## config.mk

```make
export PLATFORM = sky130hd
export DESIGN_NAME = at_command_line_collector
export DESIGN_NICKNAME = d
export VERILOG_FILES = /design/src/design/atcl_pkg.sv /design/src/design/at_command_line_collector.sv /design/src/design/atcl_front.sv /design/src/design/atcl_fifo.sv /design/src/design/atcl_back.sv
export SDC_FILE = /design/constraint.sdc
export NUM_CORES = 1
export LEC_CHECK = 0
export BUFFER_PORTS_ARGS = -buffer_cell sky130_fd_sc_hd__buf_2
export CORE_ASPECT_RATIO = 0.9
export CORE_MARGIN = 5
export CORE_UTILIZATION = 50
export CTS_BUF_LIST = sky130_fd_sc_hd__clkbuf_8
export CTS_CLUSTER_DIAMETER = 150
export CTS_CLUSTER_SIZE = 12
export DETAILED_ROUTE_END_ITERATION = 12
export PLACE_DENSITY_LB_ADDON = 0.08
export SETUP_SLACK_MARGIN = 0.15
export SYNTH_ARGS = -nofsm -noshare
export SYNTH_HDL_FRONTEND = slang
export SYNTH_SLANG_ARGS = --single-unit
```

## constraint.sdc

```tcl
create_clock -name clk -period 6.3 [get_ports clk]
set_input_delay 0.945 -clock clk [delete_from_list [all_inputs] [get_ports clk]]
set_output_delay 0.945 -clock clk [all_outputs]
set_load 0.02 [all_outputs]
```

## src/design/atcl_pkg.sv

```systemverilog
// Package for the AT command line collector: character codes, queue op types,
// front and back state types. No dependencies.
package atcl_pkg;

	localparam int LINE_MAX_DEF = 64;
	localparam int LEN_W        = 7;
	localparam int CHAR_W       = 8;
	localparam int Q_DEPTH      = 4;
	localparam int Q_AW         = $clog2(Q_DEPTH);

	localparam logic [CHAR_W-1:0] CH_BS    = 8'h08;
	localparam logic [CHAR_W-1:0] CH_DEL   = 8'h14;
	localparam logic [CHAR_W-1:0] CH_CR    = 8'h0D;
	localparam logic [CHAR_W-1:0] CH_A     = 8'h41;
	localparam logic [CHAR_W-1:0] CH_T     = 8'h54;
	localparam logic [CHAR_W-1:0] CH_LO_A  = 8'h61;
	localparam logic [CHAR_W-1:0] CH_LO_Z  = 8'h7A;
	localparam logic [CHAR_W-1:0] CASE_OFS = 8'h20;

	typedef enum logic [1:0] {
		PH_HUNT,
		PH_GOT_A,
		PH_COLLECT
	} phase_t;

	typedef enum logic [1:0] {
		OP_STORE,
		OP_DELETE,
		OP_EMIT
	} op_kind_t;

	typedef struct packed {
		op_kind_t          kind;
		logic [CHAR_W-1:0] ch;
	} op_t;

	typedef struct packed {
		logic full;
		logic empty;
	} q_status_t;

	typedef enum logic [1:0] {
		B_IDLE,
		B_READ,
		B_LOAD
	} bstate_t;

endpackage

```

## src/design/at_command_line_collector.sv

```systemverilog
// AT command line collector. Input bytes are taken one per cycle while the
// 4-entry op queue has room; after a carriage return is accepted, its line is
// read out one word per cycle, while the output word is free, from the line store's read port.
// An empty command gives a single word.
// Reset (arst_n low) clears phase, queue, line length and output valid; the
// line store itself is not cleared.
module at_command_line_collector #(
	parameter int LINE_MAX = atcl_pkg::LINE_MAX_DEF
) (
	input  logic        clk,
	input  logic        arst_n,
	input  logic        s_tvalid,
	output logic        s_tready,
	input  logic [7:0]  s_tdata,   // [7:0] in_byte
	output logic        m_tvalid,
	input  logic        m_tready,
	output logic [15:0] m_tdata,   // [7:0] cmd_char, [14:8] cmd_length, [15] zero
	output logic        m_tuser,   // char_present
	output logic        m_tlast    // last_of_line
);
	import atcl_pkg::*;

	q_status_t         q_st;
	op_t               push_op, head;
	logic              push, pop;
	logic [CHAR_W-1:0] out_char;
	logic [LEN_W-1:0]  out_len;

	atcl_front u_front (
		.clk      (clk),
		.arst_n   (arst_n),
		.s_tvalid (s_tvalid),
		.s_tready (s_tready),
		.s_tdata  (s_tdata),
		.q_st     (q_st),
		.push     (push),
		.push_op  (push_op)
	);

	atcl_fifo u_fifo (
		.clk     (clk),
		.arst_n  (arst_n),
		.push    (push),
		.push_op (push_op),
		.pop     (pop),
		.head    (head),
		.st      (q_st)
	);

	atcl_back #(
		.LINE_MAX (LINE_MAX)
	) u_back (
		.clk         (clk),
		.arst_n      (arst_n),
		.head        (head),
		.q_st        (q_st),
		.pop         (pop),
		.out_valid   (m_tvalid),
		.out_ready   (m_tready),
		.out_char    (out_char),
		.out_present (m_tuser),
		.out_len     (out_len),
		.out_last    (m_tlast)
	);

	assign m_tdata = {1'b0, out_len, out_char};

	a_q_status: assert property (@(posedge clk) disable iff (!arst_n)
		!(q_st.full && q_st.empty))
		else $error("queue reports full and empty");

	a_empty_word: assert property (@(posedge clk) disable iff (!arst_n)
		m_tvalid && !m_tuser |-> m_tlast && out_len == '0 && out_char == '0)
		else $error("empty command word malformed");

	a_len_range: assert property (@(posedge clk) disable iff (!arst_n)
		m_tvalid && m_tuser |-> out_len != '0 && out_len <= LEN_W'(LINE_MAX))
		else $error("command length out of range");

	a_no_pop_empty: assert property (@(posedge clk) disable iff (!arst_n)
		pop |-> !q_st.empty)
		else $error("pop from empty queue");

endmodule

```

## src/design/atcl_front.sv

```systemverilog
// Front end: folds case, tracks the AT prefix and turns collected bytes into
// store / delete / emit ops for the queue. Depends on atcl_pkg.
module atcl_front (
	input  logic               clk,
	input  logic               arst_n,
	input  logic               s_tvalid,
	output logic               s_tready,
	input  logic [7:0]         s_tdata,    // [7:0] in_byte
	input  atcl_pkg::q_status_t q_st,
	output logic               push,
	output atcl_pkg::op_t      push_op
);
	import atcl_pkg::*;

	phase_t            phase_q, phase_d;
	logic [CHAR_W-1:0] c;
	logic              acc;

	always_comb begin
		if (s_tdata >= CH_LO_A && s_tdata <= CH_LO_Z) begin
			c = s_tdata - CASE_OFS;
		end else begin
			c = s_tdata;
		end
	end

	assign s_tready = !q_st.full;
	assign acc      = s_tvalid && s_tready;

	// next state
	always_comb begin
		phase_d = phase_q;
		if (acc) begin
			case (phase_q)
				PH_GOT_A: begin
					phase_d = (c == CH_T) ? PH_COLLECT : PH_HUNT;
				end
				PH_COLLECT: begin
					if (c == CH_CR) phase_d = PH_HUNT;
				end
				default: begin
					phase_d = (c == CH_A) ? PH_GOT_A : PH_HUNT;
				end
			endcase
		end
	end

	// op generation
	always_comb begin
		push         = 1'b0;
		push_op.kind = OP_STORE;
		push_op.ch   = c;
		if (acc) begin
			case (phase_q)
				PH_COLLECT: begin
					push = 1'b1;
					if (c == CH_BS || c == CH_DEL) begin
						push_op.kind = OP_DELETE;
					end else if (c == CH_CR) begin
						push_op.kind = OP_EMIT;
					end
				end
				default: begin
					push = 1'b0;
				end
			endcase
		end
	end

	always_ff @(posedge clk or negedge arst_n) begin
		if (!arst_n) begin
			phase_q <= PH_HUNT;
		end else begin
			phase_q <= phase_d;
		end
	end

endmodule

```

## src/design/atcl_fifo.sv

```systemverilog
// Small op queue between front and back ends.
// Depends on atcl_pkg.
module atcl_fifo (
	input  logic                clk,
	input  logic                arst_n,
	input  logic                push,
	input  atcl_pkg::op_t       push_op,
	input  logic                pop,
	output atcl_pkg::op_t       head,
	output atcl_pkg::q_status_t st
);
	import atcl_pkg::*;

	op_t             slot_q [Q_DEPTH];
	logic [Q_AW-1:0] wr_ptr_q, rd_ptr_q;
	logic [Q_AW:0]   cnt_q;
	logic            do_push, do_pop;

	assign st.full  = (cnt_q == (Q_AW+1)'(Q_DEPTH));
	assign st.empty = (cnt_q == '0);
	assign head     = slot_q[rd_ptr_q];
	assign do_push  = push && !st.full;
	assign do_pop   = pop && !st.empty;

	always_ff @(posedge clk) begin
		if (do_push) slot_q[wr_ptr_q] <= push_op;
	end

	always_ff @(posedge clk or negedge arst_n) begin
		if (!arst_n) begin
			wr_ptr_q <= '0;
			rd_ptr_q <= '0;
			cnt_q    <= '0;
		end else begin
			if (do_push) wr_ptr_q <= wr_ptr_q + 1'b1;
			if (do_pop)  rd_ptr_q <= rd_ptr_q + 1'b1;
			case ({do_push, do_pop})
				2'b10:   cnt_q <= cnt_q + 1'b1;
				2'b01:   cnt_q <= cnt_q - 1'b1;
				default: cnt_q <= cnt_q;
			endcase
		end
	end

endmodule

```

## src/design/atcl_back.sv

```systemverilog
// Back end: owns the line store and its length, executes queued ops and reads
// the line out through a registered output word. Depends on atcl_pkg.
module atcl_back #(
	parameter int LINE_MAX = atcl_pkg::LINE_MAX_DEF
) (
	input  logic                       clk,
	input  logic                       arst_n,
	input  atcl_pkg::op_t              head,
	input  atcl_pkg::q_status_t        q_st,
	output logic                       pop,
	output logic                       out_valid,
	input  logic                       out_ready,
	output logic [atcl_pkg::CHAR_W-1:0] out_char,
	output logic                       out_present,
	output logic [atcl_pkg::LEN_W-1:0] out_len,
	output logic                       out_last
);
	import atcl_pkg::*;

	localparam int AW = (LINE_MAX > 1) ? $clog2(LINE_MAX) : 1;

	logic [CHAR_W-1:0] mem [LINE_MAX];
	logic [CHAR_W-1:0] rdata_q;

	bstate_t           state_q, state_d;
	logic [LEN_W-1:0]  len_q, len_d, emit_len_q, emit_len_d, cnt_q, cnt_d;
	logic              wr_en, rd_en, load, out_free, last_char;
	logic [AW-1:0]     raddr;
	logic [CHAR_W-1:0] ld_char;
	logic              ld_present, ld_last;
	logic [LEN_W-1:0]  ld_len;

	logic              out_valid_q, out_present_q, out_last_q;
	logic [CHAR_W-1:0] out_char_q;
	logic [LEN_W-1:0]  out_len_q;

	assign out_free  = !out_valid_q || out_ready;
	assign last_char = ((cnt_q + LEN_W'(1)) == emit_len_q);

	// next state
	always_comb begin
		state_d = state_q;
		case (state_q)
			B_IDLE: begin
				if (!q_st.empty && head.kind == OP_EMIT && len_q != '0) state_d = B_READ;
			end
			B_READ: begin
				state_d = B_LOAD;
			end
			B_LOAD: begin
				if (out_free && last_char) state_d = B_IDLE;
			end
			default: begin
				state_d = B_IDLE;
			end
		endcase
	end

	// datapath control
	always_comb begin
		pop        = 1'b0;
		wr_en      = 1'b0;
		rd_en      = 1'b0;
		raddr      = '0;
		len_d      = len_q;
		emit_len_d = emit_len_q;
		cnt_d      = cnt_q;
		load       = 1'b0;
		ld_char    = '0;
		ld_present = 1'b0;
		ld_len     = '0;
		ld_last    = 1'b0;
		case (state_q)
			B_IDLE: begin
				if (!q_st.empty) begin
					case (head.kind)
						OP_STORE: begin
							pop = 1'b1;
							// full line: byte dropped
							if (len_q < LEN_W'(LINE_MAX)) begin
								wr_en = 1'b1;
								len_d = len_q + LEN_W'(1);
							end
						end
						OP_DELETE: begin
							pop = 1'b1;
							if (len_q != '0) len_d = len_q - LEN_W'(1);
						end
						OP_EMIT: begin
							if (len_q == '0) begin
								// empty command: single flagged word
								if (out_free) begin
									pop     = 1'b1;
									load    = 1'b1;
									ld_last = 1'b1;
								end
							end else begin
								pop        = 1'b1;
								rd_en      = 1'b1;
								emit_len_d = len_q;
								cnt_d      = '0;
								len_d      = '0;
							end
						end
						default: begin
							pop = 1'b1;
						end
					endcase
				end
			end
			B_LOAD: begin
				if (out_free) begin
					load       = 1'b1;
					ld_char    = rdata_q;
					ld_present = 1'b1;
					ld_len     = emit_len_q;
					ld_last    = last_char;
					if (!last_char) begin
						cnt_d = cnt_q + LEN_W'(1);
						rd_en = 1'b1;
						raddr = cnt_d[AW-1:0];
					end
				end
			end
			default: begin
				pop = 1'b0;
			end
		endcase
	end

	always_ff @(posedge clk) begin
		if (wr_en) mem[len_q[AW-1:0]] <= head.ch;
		if (rd_en) rdata_q <= mem[raddr];
	end

	always_ff @(posedge clk) begin
		if (load) begin
			out_char_q    <= ld_char;
			out_present_q <= ld_present;
			out_len_q     <= ld_len;
			out_last_q    <= ld_last;
		end
	end

	always_ff @(posedge clk or negedge arst_n) begin
		if (!arst_n) begin
			state_q     <= B_IDLE;
			len_q       <= '0;
			emit_len_q  <= '0;
			cnt_q       <= '0;
			out_valid_q <= 1'b0;
		end else begin
			state_q    <= state_d;
			len_q      <= len_d;
			emit_len_q <= emit_len_d;
			cnt_q      <= cnt_d;
			if (load) begin
				out_valid_q <= 1'b1;
			end else if (out_ready) begin
				out_valid_q <= 1'b0;
			end
		end
	end

	assign out_valid   = out_valid_q;
	assign out_char    = out_char_q;
	assign out_present = out_present_q;
	assign out_len     = out_len_q;
	assign out_last    = out_last_q;

endmodule
```

# Word level (Yosys, flattened, before mapping)
# Memories as Yosys holds them, arrays and structs flattened. A register that Yosys moved wholly into a read port is not among the register bits.
# Cells that the tools add are included.
[totals] wordCells=135 out_inout_bits=20 ff_bits=50 inputBits=12 memories=2 ramBits=552
[mem_list] memory="u_back.mem" depth=64 width=8 rd=1 rd_ports_with_merged_regs=1 write_ports=1 line_no="atcl_back.sv:22" source="logic [CHAR_W-1:0] mem [LINE_MAX];"
[mem_list] memory="u_fifo.slot_q" depth=4 width=10 rd=1 rd_ports_with_merged_regs=0 write_ports=1 line_no="atcl_fifo.sv:14" source="op_t slot_q [Q_DEPTH];"
[op_classes] n_eq_ne=26 bitwise=2 mux=54 n_reduce_logical=27 magnitude_cmp=3 add_sub_neg=8
[ops] operator="2-to-1 mux 7 bit" count=7
[ops] operator="2-to-1 mux 1 bit" count=27
[ops] operator="one-hot mux 7 bit (3 select lines)" count=1
[ops] operator="2-to-1 mux 6 bit" count=3
[ops] operator="== test 8 x 4 -> 1 bit (second input constant)" count=2
[ops] operator="== test 8 x 7 -> 1 bit (second input constant)" count=2
[ops] operator="2-to-1 mux 2 bit" count=8
[ops] operator="adder 7 x 1 -> 7 bit (second input constant)" count=2
[ops] operator="inequality test 2 x 1 -> 1 bit (second input constant)" count=7
[ops] operator="one-hot mux 7 bit (2 select lines)" count=1
[ops] operator="AND reduction 6 bit" count=2
[ops] operator="== test 2 x 1 -> 1 bit (second input constant)" count=4
[ops] operator="== test 2 bit (second input constant)" count=4
[ops] operator="== test 8 x 5 -> 1 bit (second input constant)" count=1
[ops] operator="greater-or-equal comparator 8 x 7 -> 1 bit (second input constant)" count=1
[ops] operator="less-or-equal comparator 8 x 7 -> 1 bit (second input constant)" count=1
[ops] operator="2-to-1 mux 8 bit" count=1
[ops] operator="inequality test 2 bit (second input constant)" count=4
[ops] operator="subtractor 8 x 6 -> 8 bit (second input constant)" count=1
[ops] operator="== test 7 bit" count=1
[ops] operator="logical AND 1 bit" count=7
[ops] operator="logical NOT 7 bit" count=1
[ops] operator="less-than comparator 7 bit (second input constant)" count=1
[ops] operator="nonzero test 7 bit" count=1
[ops] operator="18 further kinds" count=30

# Logic depth before layout (Yosys ltp)
[depth] word_depth=10 mapped_depth=14 depth_no_buf=11

# Hierarchy
# From an unflattened synthesis, not the netlist that was laid out.
[unflattened] hier_cells=1728 area_unflattened_um2=25122.8
[by_module_without_submodules] module="atcl_back" area_each_um2=22833.1 instances=1 seq_area_each_um2=16726.0 cells_per_inst=1585
[by_module_without_submodules] module="atcl_fifo" area_each_um2=1885.6 instances=1 seq_area_each_um2=1376.3 cells_per_inst=89
[by_module_without_submodules] module="atcl_front" area_each_um2=392.9 instances=1 seq_area_each_um2=50.0 cells_per_inst=52
[by_module_without_submodules] module="at_command_line_collector" area_each_um2=11.3 instances=1 seq_area_each_um2=0.0 cells_per_inst=2

# Worst setup path before layout
# No wires, ideal clock.
[synth_timing] path_type="register -> register" from="register u_back.cnt_q[0]" to="register u_back.rdata_q[7], read port of u_back.mem (data pin)" stages_incl_launch_ff=13 slack_ps=2883 n_path_buf=2 synth_period_minus_slack_ps=3417 arrival_time_ps=3156 setup_time_ps=260 t_required_ps=6040 cell_sequence="dfrtp_1 ha_1 clkbuf_1 xnor2_1 nand3_1 or2_1 or4_4 nand3_2 buf_4 mux2_2 o221ai_1 o211ai_1 a2bb2o_1"
[synth_between] elab_chain_len=5 word_cells_on_any_way=8 classes_between="1 x add/sub; 1 x eq/ne; 6 x mux"
[synth_lines] item="from (decl)" line_no="atcl_back.sv:26" source="logic [LEN_W-1:0] len_q, len_d, emit_len_q, emit_len_d, cnt_q, cnt_d;"
[synth_lines] item="from (signal assigned)" line_no="atcl_back.sv:156" source="cnt_q <= cnt_d;"
[synth_lines] item="adder 7 x 1 -> 7 bit *" line_no="atcl_back.sv:38, atcl_back.sv:119"
[synth_lines] item="== test 7 bit" line_no="atcl_back.sv:38" source="assign last_char = ((cnt_q + LEN_W'(1)) == emit_len_q);"
[synth_lines] item="2-to-1 mux 1 bit / 2-to-1 mux 6 bit (equally long branches)" line_no="atcl_back.sv:118" source="if (!last_char) begin"
[synth_lines] item="2-to-1 mux 1 bit / 2-to-1 mux 6 bit (equally long branches)" line_no="atcl_back.sv:112" source="if (out_free) begin"
[synth_lines] item="one-hot mux 1 bit (2 select lines) / 2-to-1 mux 6 bit (equally long branches)" line_no="atcl_back.sv:73" source="case (state_q)"
[synth_lines] item="to (decl)" line_no="atcl_back.sv:23" source="logic [CHAR_W-1:0] rdata_q;"
# Mark *: on every way between the ends. The rest lies on a longest branch, timed or not.
# A chain may end at the register's enable or synchronous reset.

# Final worst setup path
[layout_timing] from="register u_back.cnt_q[0]" to="register u_back.rdata_q[3], read port of u_back.mem (data pin)"
# Same word-level chain as after synthesis.

==> results.toml <==
[outcome]
outcome = "completed"

[logic_synthesis]
synth.distinct_cells = 81
synth_common_cells = "577 x edfxtp_1, 121 x nor2_1, 106 x nand2_1"
ys.flop_type = "edfxtp_1"
synth_seq_area_share_pct = 72.3
synth_area_per_cell_um2 = 15.5
ys_ff_latch = 610
synth_top_area_share_pct = 69.0
synth_cells = 1625
synth.net_count = 1653
synth_top_area_cell = "edfxtp_1"
synthArstFlopShare_pct = 5.41
ys_top_cells_by_area = "edfxtp_1 69%, dfrtp_1 3.3%, mux2i_1 2.8%"
synth_edf_count = 577
syn-cell-area_um2 = 25100
synth_most_common_cell = "edfxtp_1"
yosysWarnings = 0

[floorplanning]
core_area_um2 = 49400
die_area_um2 = 54800
die_h_um = 223
die_w_um = 246
start_util_pct = 50.8
fp-row-count = 77
ios = 32

[placed_design]
portBuffers = 30
dp_hpwl_um = 44900
gp_congestion = 0.884

[cts]
tritoncts = "done"
root_buffer = "clkbuf_8"
cts-resized-gates = 0
hold_buffers = 0
htree_levels = 2
clkLatencyLatePin_ns = 0.69
cts.clk_slew.worst_paths_ns = 0.09
cts_setup_buffers = 0
cts_made_buffers = 56
cts_sinks = 610
clockBufferDepth = 3

[pwr]
power_w = 0.0112
cellPowerDensity_nw_per_um2 = 418
ir_drop_v = 0.000311
leakagePower_nw = 8.90

[routing]
vias = 15280
first_iter_violations = 2103
vias_per_cell = 6.50
drt-total-wl_um = 71200
routedWlPerCell_um = 30.3
drtPass1Iterations = 5
drc = 0
postRouteAntennaNets = 0

[sta]
rsz0062_at_grt = "no"
fin_skew_ns = 0.0344
slew_headroom_pct = 8.42
fin_crit_sh_pct = 80.0
tns_ns = 0
tightest_slew_ns = 1.36
min_period_ns = 5.04
setup_viol = 0
finalHoldViolCount = 0
fmax_mhz = 198
finalMaxSlewViolations = 0

[global_route]
grt_max_degree = 65
grtUsageTotal_pct = 25.8
overflow = 0
antenna_found_initial = 1
grt_pass1_vias = 14620
grt_pass1_wl_um = 103000

[setup_path]
required_ns = 6.71
cpLargestDelayFamily = "simple AND/OR/NAND/NOR gates"
worstSetupStartpointType = "flip-flop"
path_max_fanout = 48
path_class = "reg2reg"
worst_path_max_delay_cell = "or4_4"
cp.arrival_ns = 5.45
critPathCaptureType = "flip-flop"
cp_cell_sequence = "buf_4 > and3_4 > nand3_1 > xnor2_1 > or4_4 > nand2_2 > nor2_1 > a311o_1 > a211oi_1 > o22ai_1"
crit_buf_inv = 1
max_stage_delay_ns = 0.84

[finish]
final.fill_count = 3988
area_growth_pct = 7.17
final_nets = 1684
n_antenna_cell = 0
drive_gt1_share_pct = 13.0

[hold_path]
hp-class = "in2async"

[flow_run]
maxCapViolCount = 0
[cells by family after synthesis]
family | count (synthesis) | synth area share [%]
other | 1 | 0.0149
buffers and inverters | 122 | 2.10
xor gates and xnor gates | 27 | 1.03
DFF | 610 | 72.3
and+or+nand+nor | 379 | 7.22
adders and majority gates | 16 | 0.857
AOI/OAI and AO/OA | 346 | 10.2
muxes | 124 | 6.25
[sequential cells by signal (all words and copies together), names as in the netlist]
register and flops:
u_back.len_q 7, u_back.mem 512, u_front.phase_q 2, u_fifo.slot_q 40, u_back.out_last 1, u_fifo.cnt_q 3
u_back.cnt_q 7, u_fifo.rd_ptr_q 2, u_back.rdata_q 8, u_back.state_q 2, u_back.out_valid 1, u_back.out_char 8
u_back.out_present 1, u_back.emit_len_q 7, u_back.out_len 7, u_fifo.wr_ptr_q 2
[routing by layer]
layer  global-route usage (%)  share of wire [%]  up-vias
met4                     8.67                3.6        2
met3                     4.96                9.4      162
met5                        0              0.018        -
met1                     39.3                 43     7749
li1                         -                  -     6496
met2                     37.6                 44      871
[metrics by stage]
step | hold slack, ns | worst slack, ns | cell area, µm² | std cells | util [%]
2_1_floorplan | 0.464 | 2.88 | 25100 | 1625 | -
4_1_cts | 0.323 | 1.33 | 26900 | 2349 | 54.4
5_1_grt | 0.395 | 1.04 | 26900 | 2349 | 54.4
3_3_place_gp | 0.489 | 1.41 | 26000 | 2269 | 52.7
6_report | 0.349 | 1.26 | 26900 | 2349 | 54.4
3_5_place_dp | 0.499 | 1.34 | 26000 | 2269 | 52.7
[cell type report]
type | count | area (µm²) | share of cell area, %
Clock buffer | 58 | 798 | 2.97
Clock inverter | 22 | 82.6 | 0.307
Inverter | 28 | 105 | 0.391
Multi-Input combinational cell | 893 | 6490 | 24.1
Sequential cell | 610 | 18200 | 67.5
Tap cell | 671 | 840 | 3.12
Timing Repair Buffer | 67 | 440 | 1.64
[power breakdown]
group          switching (W)  total [W]  internal, W
logic                0.00275    0.00380      0.00106
clock network        0.00130    0.00213     0.000833
registers           0.000194    0.00531      0.00511
[cells in the final DEF (no fill, tap or decap), drive strengths merged, types with 7 or more instances in the layout]
cell     count
a211oi      26
a21o        10
a21oi       33
a221oi       7
a22o        12
a31oi       15
a32oi       14
and3        30
buf         67
clkbuf      58
dfrtp       33
edfxtp     577
ha          14
inv         48
mux2        32
mux2i       69
mux4        23
nand2      107
nand2b      10
nand3       23
nor2       123
nor2b       13
nor3        23
nor4        11
o211ai      20
o21ai       52
o221a        9
o221ai      27
o22ai       31
o2bb2ai      8
o311ai      14
o31ai       10
o32ai        7
o41ai        7
or3         11
xnor2       15
xor2        11
[worst paths after layout]
kind,slack (ns),from,cells past startpoint,end
max in group asynchronous,5.37,arst_n,1,u_back.cnt_q[0]
max reg2reg,1.26,u_back.cnt_q[0],10,u_back.rdata_q[3]
min reg2reg,0.51,u_fifo.cnt_q[0],1,u_fifo.cnt_q[0]
max,1.26,u_back.cnt_q[0],10,u_back.rdata_q[3]
min,0.35,arst_n,1,u_fifo.wr_ptr_q[0]
min in group clk,0.51,u_fifo.cnt_q[0],1,u_fifo.cnt_q[0]
(Power assumes the default switching activity.)
